**config.mk**
```make
export PLATFORM = sky130hd
export DESIGN_NAME = power_arm_fire_interlock
export DESIGN_NICKNAME = d
export VERILOG_FILES = /design/src/hw/rtl/pafi_pkg.sv /design/src/hw/rtl/pafi_apb_regs.sv /design/src/hw/rtl/pafi_step.sv /design/src/hw/rtl/power_arm_fire_interlock.sv
export SDC_FILE = /design/constraint.sdc
export NUM_CORES = 1
export LEC_CHECK = 0
export ABC_AREA = 1
export BUFFER_PORTS_ARGS = -buffer_cell sky130_fd_sc_hd__buf_2
export CAP_MARGIN = 10
export CORE_MARGIN = 8
export CORE_UTILIZATION = 40
export DETAILED_ROUTE_END_ITERATION = 16
export GPL_TIMING_DRIVEN = 0
export RECOVER_POWER = 100
export SLEW_MARGIN = 25
export SYNTH_ARGS = -nofsm -noshare
export SYNTH_HDL_FRONTEND = slang
export SYNTH_SLANG_ARGS = --single-unit
```
**constraint.sdc**
```tcl
create_clock -name clk -period 3.85 [get_ports clk]
set_input_delay 0.77 -clock clk [delete_from_list [all_inputs] [get_ports clk]]
set_output_delay 0.77 -clock clk [all_outputs]
set_load 0.01 [all_outputs]
```
**src/hw/rtl/pafi_pkg.sv**
```systemverilog
// ----------------------------------------------------------------------------
// pafi_pkg
// Shared codes, widths and types of the arm-then-fire power interlock.
// ----------------------------------------------------------------------------
package pafi_pkg;

    localparam int unsigned TIME_W = 32;
    localparam int unsigned CMD_W  = 8;

    localparam logic [TIME_W-1:0] ARM_WINDOW_RESET = 32'd5000;

    localparam logic [1:0] MODE_OFF   = 2'd0;
    localparam logic [1:0] MODE_ARMED = 2'd1;
    localparam logic [1:0] MODE_ON    = 2'd2;

    localparam logic [2:0] EV_NONE    = 3'd0;
    localparam logic [2:0] EV_OFF     = 3'd1;
    localparam logic [2:0] EV_REJECT  = 3'd2;
    localparam logic [2:0] EV_STATUS  = 3'd3;
    localparam logic [2:0] EV_ARMED   = 3'd4;
    localparam logic [2:0] EV_ON      = 3'd5;
    localparam logic [2:0] EV_TIMEOUT = 3'd6;

    localparam logic [2:0] RS_NONE     = 3'd0;
    localparam logic [2:0] RS_TIMEOUT  = 3'd1;
    localparam logic [2:0] RS_POWERED  = 3'd2;
    localparam logic [2:0] RS_ARMFIRST = 3'd3;
    localparam logic [2:0] RS_UNKNOWN  = 3'd4;

    localparam logic OP_CMD  = 1'b0;
    localparam logic OP_TICK = 1'b1;

    localparam logic [CMD_W-1:0] CH_X     = 8'h58;
    localparam logic [CMD_W-1:0] CH_A     = 8'h41;
    localparam logic [CMD_W-1:0] CH_P     = 8'h50;
    localparam logic [CMD_W-1:0] CH_S     = 8'h53;
    localparam logic [CMD_W-1:0] CH_LOW_A = 8'h61;
    localparam logic [CMD_W-1:0] CH_LOW_Z = 8'h7A;
    localparam logic [CMD_W-1:0] CH_CR    = 8'h0D;
    localparam logic [CMD_W-1:0] CH_LF    = 8'h0A;
    localparam logic [CMD_W-1:0] CASE_OFS = 8'h20;

    localparam logic REG_ARM_WINDOW = 1'b0;

    typedef struct packed {
        logic [1:0] mode_now;
        logic       drive_level;
        logic       drive_en;
        logic [2:0] reason;
        logic [2:0] event_res;
    } result_t;

    typedef struct packed {
        logic              operation;
        logic [CMD_W-1:0]  command_byte;
        logic [TIME_W-1:0] now_ms;
    } item_t;

endpackage

```
**src/hw/rtl/pafi_apb_regs.sv**
```systemverilog
// ----------------------------------------------------------------------------
// pafi_apb_regs
// APB register file holding the arm window.
// ----------------------------------------------------------------------------
module pafi_apb_regs
(
    input  logic                          clk,
    input  logic                          rst_n,
    input  logic                          psel,
    input  logic                          penable,
    input  logic                          pwrite,
    input  logic [2:0]                    paddr,
    input  logic [31:0]                   pwdata,
    output logic [31:0]                   prdata,
    output logic                          pready,
    output logic [pafi_pkg::TIME_W-1:0]   arm_window_ms
);

    logic [pafi_pkg::TIME_W-1:0] window_reg;
    logic [pafi_pkg::TIME_W-1:0] window_next;

    assign pready = 1'b1;

    always_comb
    begin
        window_next = window_reg;
        if (psel && penable && pwrite && pready && paddr[2] == pafi_pkg::REG_ARM_WINDOW)
        begin
            window_next = pwdata;
        end
    end

    always_ff @(posedge clk or negedge rst_n)
    begin
        if (!rst_n)
        begin
            window_reg <= pafi_pkg::ARM_WINDOW_RESET;
        end
        else
        begin
            window_reg <= window_next;
        end
    end

    assign prdata        = (paddr[2] == pafi_pkg::REG_ARM_WINDOW) ? window_reg : 32'd0;
    assign arm_window_ms = window_reg;

endmodule

```
**src/hw/rtl/pafi_step.sv**
```systemverilog
// ----------------------------------------------------------------------------
// pafi_step
// Interlock state and the one-pass decision for a single item.
// ----------------------------------------------------------------------------
module pafi_step
(
    input  logic                          clk,
    input  logic                          rst_n,
    input  logic                          fire,
    input  pafi_pkg::item_t               item,
    input  logic [pafi_pkg::TIME_W-1:0]   arm_window_ms,
    output pafi_pkg::result_t             result
);

    logic [1:0]                  mode_reg;
    logic [1:0]                  mode_next;
    logic [pafi_pkg::TIME_W-1:0] armed_time_reg;
    logic [pafi_pkg::TIME_W-1:0] armed_time_next;

    logic [pafi_pkg::CMD_W-1:0]  cmd;
    logic [pafi_pkg::TIME_W-1:0] age;
    logic                        lapsed;
    logic [1:0]                  mode_eff;
    logic [1:0]                  mode_calc;
    logic [pafi_pkg::TIME_W-1:0] armed_calc;

    assign age    = item.now_ms - armed_time_reg;
    assign lapsed = (mode_reg == pafi_pkg::MODE_ARMED) && (age >= arm_window_ms);

    always_comb
    begin
        cmd = item.command_byte;
        if (cmd >= pafi_pkg::CH_LOW_A && cmd <= pafi_pkg::CH_LOW_Z)
        begin
            cmd = cmd - pafi_pkg::CASE_OFS;
        end
    end

    always_comb
    begin
        result            = '0;
        result.event_res  = pafi_pkg::EV_NONE;
        result.reason     = pafi_pkg::RS_NONE;
        armed_calc        = armed_time_reg;
        mode_eff          = lapsed ? pafi_pkg::MODE_OFF : mode_reg;
        mode_calc         = mode_eff;
        if (item.operation == pafi_pkg::OP_TICK)
        begin
            if (lapsed)
            begin
                result.event_res = pafi_pkg::EV_TIMEOUT;
            end
        end
        else if (cmd == pafi_pkg::CH_X)
        begin
            mode_calc         = pafi_pkg::MODE_OFF;
            result.event_res  = pafi_pkg::EV_OFF;
            result.drive_en   = 1'b1;
        end
        else if (lapsed && cmd == pafi_pkg::CH_P)
        begin
            result.event_res = pafi_pkg::EV_REJECT;
            result.reason    = pafi_pkg::RS_TIMEOUT;
        end
        else if (cmd == pafi_pkg::CH_S)
        begin
            result.event_res = pafi_pkg::EV_STATUS;
        end
        else if (cmd == pafi_pkg::CH_A)
        begin
            if (mode_eff == pafi_pkg::MODE_ON)
            begin
                result.event_res = pafi_pkg::EV_REJECT;
                result.reason    = pafi_pkg::RS_POWERED;
            end
            else
            begin
                mode_calc        = pafi_pkg::MODE_ARMED;
                armed_calc       = item.now_ms;
                result.event_res = pafi_pkg::EV_ARMED;
            end
        end
        else if (cmd == pafi_pkg::CH_P)
        begin
            if (mode_eff != pafi_pkg::MODE_ARMED)
            begin
                result.event_res = pafi_pkg::EV_REJECT;
                result.reason    = (mode_eff == pafi_pkg::MODE_ON) ?
                                   pafi_pkg::RS_POWERED : pafi_pkg::RS_ARMFIRST;
            end
            else
            begin
                mode_calc          = pafi_pkg::MODE_ON;
                result.event_res   = pafi_pkg::EV_ON;
                result.drive_en    = 1'b1;
                result.drive_level = 1'b1;
            end
        end
        else if (cmd == pafi_pkg::CH_CR || cmd == pafi_pkg::CH_LF)
        begin
            result.event_res = pafi_pkg::EV_NONE;
        end
        else
        begin
            result.event_res = pafi_pkg::EV_REJECT;
            result.reason    = pafi_pkg::RS_UNKNOWN;
        end
        result.mode_now = mode_calc;
    end

    always_comb
    begin
        mode_next       = mode_reg;
        armed_time_next = armed_time_reg;
        if (fire)
        begin
            mode_next       = mode_calc;
            armed_time_next = armed_calc;
        end
    end

    always_ff @(posedge clk or negedge rst_n)
    begin
        if (!rst_n)
        begin
            mode_reg       <= pafi_pkg::MODE_OFF;
            armed_time_reg <= '0;
        end
        else
        begin
            mode_reg       <= mode_next;
            armed_time_reg <= armed_time_next;
        end
    end

endmodule

```
**src/hw/rtl/power_arm_fire_interlock.sv**
```systemverilog
// ----------------------------------------------------------------------------
// power_arm_fire_interlock
// Arm-then-fire power interlock: command bytes and time ticks in, one result
// item out per input item.
//
//   Channel  Dir  Handshake          Payload
//   s_axis   in   tvalid/tready      tdata: command_byte, now_ms; tuser: operation
//   m_axis   out  tvalid/tready      tdata: event_res .. mode_now
//   apb      in   psel/penable       arm_window_ms at byte address 0
//
// One item per cycle sustained while m_axis_tready is high; an accepted item
// passes through the input register and then the result register. The
// decision is one pass of logic between the input register and the result
// register; state updates as an item moves into the result register.
// Reset clears valid flags, mode and armed time and sets the window to 5000 ms.
// A stalled result holds the pipeline; s_axis_tready falls only when both
// registers are full and m_axis_tready is low.
// ----------------------------------------------------------------------------
module power_arm_fire_interlock
(
    input  logic        clk,
    input  logic        rst_n,
    input  logic        s_axis_tvalid,
    output logic        s_axis_tready,
    input  logic [39:0] s_axis_tdata,   // [7:0] command_byte, [39:8] now_ms
    input  logic [0:0]  s_axis_tuser,   // [0] operation
    output logic        m_axis_tvalid,
    input  logic        m_axis_tready,
    output logic [15:0] m_axis_tdata,   // [2:0] event_res, [5:3] reason,
                                        // [6] drive_en, [7] drive_level,
                                        // [9:8] mode_now, [15:10] zero
    input  logic        psel,
    input  logic        penable,
    input  logic        pwrite,
    input  logic [2:0]  paddr,
    input  logic [31:0] pwdata,
    output logic [31:0] prdata,
    output logic        pready
);

    logic                        in_valid_reg;
    logic                        in_valid_next;
    pafi_pkg::item_t             in_item_reg;
    logic                        out_valid_reg;
    logic                        out_valid_next;
    pafi_pkg::result_t           out_res_reg;
    pafi_pkg::result_t           step_res;
    logic [pafi_pkg::TIME_W-1:0] arm_window_ms;
    logic                        advance;
    logic                        take;

    pafi_apb_regs u_regs
    (
        .clk           (clk),
        .rst_n         (rst_n),
        .psel          (psel),
        .penable       (penable),
        .pwrite        (pwrite),
        .paddr         (paddr),
        .pwdata        (pwdata),
        .prdata        (prdata),
        .pready        (pready),
        .arm_window_ms (arm_window_ms)
    );

    pafi_step u_step
    (
        .clk           (clk),
        .rst_n         (rst_n),
        .fire          (advance),
        .item          (in_item_reg),
        .arm_window_ms (arm_window_ms),
        .result        (step_res)
    );

    assign advance       = in_valid_reg && (!out_valid_reg || m_axis_tready);
    assign s_axis_tready = !in_valid_reg || advance;
    assign take          = s_axis_tvalid && s_axis_tready;

    always_comb
    begin
        in_valid_next = in_valid_reg;
        if (take)
        begin
            in_valid_next = 1'b1;
        end
        else if (advance)
        begin
            in_valid_next = 1'b0;
        end
        out_valid_next = out_valid_reg;
        if (advance)
        begin
            out_valid_next = 1'b1;
        end
        else if (m_axis_tready)
        begin
            out_valid_next = 1'b0;
        end
    end

    always_ff @(posedge clk or negedge rst_n)
    begin
        if (!rst_n)
        begin
            in_valid_reg  <= 1'b0;
            out_valid_reg <= 1'b0;
        end
        else
        begin
            in_valid_reg  <= in_valid_next;
            out_valid_reg <= out_valid_next;
        end
    end

    always_ff @(posedge clk)
    begin
        if (take)
        begin
            in_item_reg.operation    <= s_axis_tuser[0];
            in_item_reg.command_byte <= s_axis_tdata[7:0];
            in_item_reg.now_ms       <= s_axis_tdata[39:8];
        end
        if (advance)
        begin
            out_res_reg <= step_res;
        end
    end

    assign m_axis_tvalid = out_valid_reg;
    assign m_axis_tdata  = {6'd0, out_res_reg};

`ifndef ASSERT_OFF
    assert property (@(posedge clk) disable iff (!rst_n)
        !in_valid_reg |-> s_axis_tready)
        else $error("input register empty but not ready");

    assert property (@(posedge clk) disable iff (!rst_n)
        m_axis_tvalid |-> out_res_reg.mode_now != 2'd3)
        else $error("illegal mode in result");

    assert property (@(posedge clk) disable iff (!rst_n)
        m_axis_tvalid |-> ((out_res_reg.reason != pafi_pkg::RS_NONE) ==
                           (out_res_reg.event_res == pafi_pkg::EV_REJECT)))
        else $error("reason does not match reject event");

    assert property (@(posedge clk) disable iff (!rst_n)
        (m_axis_tvalid && out_res_reg.drive_en) |->
        (out_res_reg.event_res == pafi_pkg::EV_OFF ||
         out_res_reg.event_res == pafi_pkg::EV_ON))
        else $error("output driven on a non-switching event");

    assert property (@(posedge clk) disable iff (!rst_n)
        advance |=> m_axis_tvalid)
        else $error("advanced item did not reach the result register");
`endif

endmodule

```
### After elaboration in Yosys (flattened, before gate mapping)

Index checks and enable logic that the tools add are counted.

* add/subtract/negate cells: 2
* $lt $le $gt $ge: 3
* eq/ne operators: 9
* muxes and demuxes: 35
* bitwise operators: 7
* reductions and logical operators: 19

Operator list (number)
* $eq 8x7->1 const B: 4
* $ge 32x32->1: 1
* $mux 32: 1
* $sub 32x32->32: 1
* $mux 2: 12
* $mux 3: 8
* $eq 8x4->1 const B: 2
* $mux 6: 2
* $mux 1: 9
* $ge 8x7->1 const B: 1
* $le 8x7->1 const B: 1
* $logic_and 1x1->1: 8
* $mux 4: 2
* $mux 8: 1
* $sub 8x6->8 const B: 1
* $not 1->1: 7
* $reduce_and 7->1: 1
* $reduce_or 6->1: 1
* $reduce_bool 2->1: 2
* $reduce_or 4->1: 1
* $logic_or 1x1->1: 3
* $eq 2x1->1 const B: 1
* $eq 2x2->1 const B: 1
* $logic_not 1->1: 2
* other kinds (2): 2

* register bits: 119
* input bits: 83
* output and inout bits: 51
* logic and storage cells: 89

### Depth between registers and ports, before layout

* depth after elaboration: 13
* depth in mapped cells: 29
* depth with buffers taken out: 29

### Cells and area by module

Synthesis repeated with hierarchy kept, for this count alone.

* cell total of the unflattened synthesis: 964
* area, all modules: 7772.5 um^2

Modules (own cells, without submodules)
* pafi_step: instances 1, cells each 682, area each 4504.3 um^2, seq. area each 850.8 um^2
* power_arm_fire_interlock: instances 1, cells each 70, area each 1675.4 um^2, seq. area each 1581.5 um^2
* pafi_apb_regs: instances 1, cells each 212, area each 1592.8 um^2, seq. area each 807.0 um^2

### Worst setup path after synthesis

OpenSTA, ideal clock, no wires.

* kind: flip-flop to flip-flop
* start point: register in_item_reg[2] (netlist name)
* end point: register out_res_reg, in the netlist m_axis_tdata[9] (data pin)
* setup time: 0.262 ns
* arrival time: 3.215 ns
* required time: 3.588 ns
* slack: 0.374 ns
* cell stages (with the launch flop): 23
* path buffers: 0
* period minus slack after synthesis: 3.476 ns
* cell sequence: edfxtp_1 ha_1 a21oi_1 nand2_1 a21boi_1 o21bai_1 a21boi_1 o211ai_1 nand2_1 nand2_1 xor2_1 ha_1 nand2_1 nor2_1 nand2_1 nor2_1 nand4_1 nand3_1 nand2_1 nor2_1 nor2_1 nand3_1 o21ai_0

RTL lines
* start: declaration: RTL line power_arm_fire_interlock.sv:43 `pafi_pkg::item_t in_item_reg;`
* end signal: assignment: RTL line power_arm_fire_interlock.sv:126 `out_res_reg <= step_res;`
* end: declaration: RTL line power_arm_fire_interlock.sv:46 `pafi_pkg::result_t out_res_reg;`

==> qor.csv <==
stage;metric;value;unit
cts;tritoncts;built;
finish;multi_input_area;4070;um2
cts;clk_path_buf_depth;2;
worst_hold_path;hp-class;reg2reg;
cts;cts-root-buf;clkbuf_16;
critical_path;crit_fanout;6;
finish;fin_util;53.0;%
cts;clk_latency;420;ps
floorplan;ios;134;
floorplan;die_h;151;um
placement;dp.cells;1169;
critical_path;cpMostUsedCell;nor2_2;
worst_hold_path;holdPathStages;1;
global_route;antenna_found_initial;0;
cts;htree_levels;4;
critical_path;rr_worst_depth;22;
critical_path;cp_cell_sequence;inv_1 -> ha_4 -> buf_4 -> a21oi_1 -> inv_1 -> nor2_1 -> o221ai_1 -> nand2_1 -> nand3_4 -> xor2_1 -> ha_1 -> nand2_1 -> nor2_2 -> nand4_1 -> nor2_4 -> nand4_1 -> nand3_4 -> nand2_4 -> nor2_2 -> nor2_2 -> nand3_1 -> o21ai_0;
timing;setup_viol;0;
yosys;yosysMostFrequentCell;inv_1;
floorplan;core;18000;um2
critical_path;r2r_setup_slack;70;ps
critical_path;critPathLaunchType;register;
pwr;power_frac_seq;37.1;%
critical_path;regToRegEndpoint;m_axis_tdata[9];
finish;drive_above_1_share;29.2;%
route;dr.pass1.iters;4;
finish;nets;1133;
critical_path;reg2reg_from;u_step.armed_time_reg[9];
critical_path;crit_required;4010;ps
finish;syn_to_final_growth;30.0;%
global_route;track_usage;15.4;%
timing;finalClockSkew;7.47;ps
yosys;synthTopCellsByCount;inv_1 (117), nor2_1 (114), nand2_1 (112), a21oi_1 (89), ha_1 (64);
timing;final-hold-violation-count;0;
timing;rsz0062_at_grt;true;
pwr;clockPowerShare;36.4;%
placement;place.gp.congestion;0.853;
critical_path;crit_type;reg2reg;
yosys;ys_seq_area_share;44.2;%
route;routed_wirelength;18100;um
timing;max_clock_freq;264;MHz
global_route;first_global_vias;5778;
placement;place_area;8300;um2
yosys;synth.area.top_cells;dfrtp_1 (22%), edfxtp_1 (21%), ha_1 (11%), a21oi_1 (6.1%), inv_1 (6.0%);
yosys;avgSynthCellArea;9.05;um2
yosys;async_reset_ff_share;57.1;%
critical_path;slowest_delay;370;ps
worst_hold_path;worstHoldStart;u_step.armed_time_reg[25];
route;via_count;5986;
floorplan;die_w;151;um
finish;largest_reg_flops;41;
cts;clk_pin_slew;60;ps
finish;regArea;3240;um2
pwr;vdd_drop_max;318;uV
floorplan;rows;49;
yosys;syn_area;7330;um2
pwr;p_leak;4.52;nW
critical_path;arrival;3940;ps
pwr;p_sw_share;31.1;%
worst_hold_path;hold_end;u_step.armed_time_reg[25];
cts;cts.sinks;119;
floorplan;die_area;22900;um2
pwr;p_sw;1.30;mW
timing;hold_slack;490;ps
placement;dp_slack;-647;ps
outcome;violations;max-capacitance violations, max-slew violations;
yosys;syn_inst;810;
route;drc_errors;0;
placement;port_buffers;123;
yosys;ys_ff_latch;119;
route;postRouteAntennaNets;0;
finish;fillCellCount;1627;
global_route;grt_pass1_wl;27700;um
critical_path;cp-end-kind;register;
finish;fin_area;9530;um2
timing;finalSetupTns;0;ps
critical_path;cp_slowest_cell;dfrtp_1;
yosys;synth_area_leader_cell;dfrtp_1;
global_route;overflow;0;
cts;cts_inserted_buffers;17;
yosys;ys.flop_type;dfrtp_1;
timing;fin_ws;68.0;ps
pwr;powerDensity;438;nW/um2
yosys;synth_edf_count;51;
finish;final_cell_count_no_fill;1227;
route;viasPerCell;4.88;
yosys;yosysUniqueCellTypes;43;
yosys;synth_top_area_share;21.5;%
timing;max_slew_margin;-16.8;%
global_route;grt_max_degree;39;
finish;diodes;0;
timing;worst_slew_pin_slew;1750;ps
pwr;p_total;4.17;mW
route;post_drt_wl_per_cell;14.7;um
placement;hpwl;13600;um
run;cap_violations;1;
timing;timing.final.crit_share;98.2;%
cts;hold_buffers;0;
outcome;status;complete, but fails checks;
timing;period_minus_slack;3780;ps
pwr;p_int;2.87;mW
timing;maxSlewViolCount;32;
pwr;combPwrFrac;26.4;%
floorplan;initial_core_util;40.8;%
yosys;ys_warn_count;0;
route;drtIter0Drc;256;
## worst max path at each step
stage / to / from
after global placement: m_axis_tdata[9] / in_item_reg[2]
after global routing: m_axis_tdata[0] / in_item_reg[0]
after floorplan: m_axis_tdata[9] / in_item_reg[2]
after CTS: m_axis_tdata[9] / in_item_reg[0]
after detailed placement: m_axis_tdata[9] / in_item_reg[2]
final: m_axis_tdata[9] / u_step.armed_time_reg[9]
## worst max-delay path: cells and delay by family, from the launching register on
family	cells	cell delay (ps)
XOR/XNOR	1	180
AO/OA/AOI/OAI	3	510
flip-flops	1	370
adder cells (fa/ha/maj)	2	510
buffers and inverters	3	360
AND/OR/NAND/NOR	13	1630
## timing repair
item,4_1_cts,5_1_grt
setup endpoints to repair,12,12
pin swaps,13,57
resized for setup,31,84
setup buffers,7,20
## per-layer routing
metal,track usage (%),up-vias,share of wire [%]
li1,-,3031,-
met1,20.6,2780,47
met2,23.7,152,45
met3,3.65,23,7.1
met4,5.54,0,1.4
met5,0,-,0
## kinds of logic after synthesis
group	after synthesis	synth area share, %
adders and majority gates	65	11.2
buffers and inverters	141	7.89
muxes	31	6.20
and+or+nand+nor	282	16.2
AOI/OAI and AO/OA	140	10.6
xor gates and xnor gates	30	3.58
DFF	119	44.2
other	2	0.102
## final cells by class
class / instances / area share [%]
Multi-Input combinational cell: 555 / 42.7
Sequential cell: 119 / 34.0
Timing Repair Buffer: 151 / 8.44
Inverter: 120 / 4.73
Clock buffer: 19 / 4.54
Tap cell: 229 / 3.01
Clock inverter: 13 / 1.39
Buffer: 21 / 1.18
## cell usage in the layout, fill, tap and decap left out, drive strengths merged, types with 8 or more instances in the layout
master,count
buf,142
inv,120
nor2,116
nand2,116
a21oi,90
ha,64
dfrtp,63
edfxtp,51
clkbuf,49
mux2,31
nand3,27
o21ai,25
xor2,18
xnor2,12
nor3,11
nand4,8
clkinv,8
## power by group through the flow
stage | clock network (mW) | registers [mW] | logic [mW]
after floorplan | 0 | 1.56 | 0.642
after global placement | 0 | 1.56 | 0.916
after detailed placement | 0 | 1.56 | 0.947
after CTS | 1.56 | 1.55 | 1.00
after global routing | 1.61 | 1.56 | 1.24
final | 1.52 | 1.55 | 1.10
Note: power is estimated with default switching activity, not from simulation.
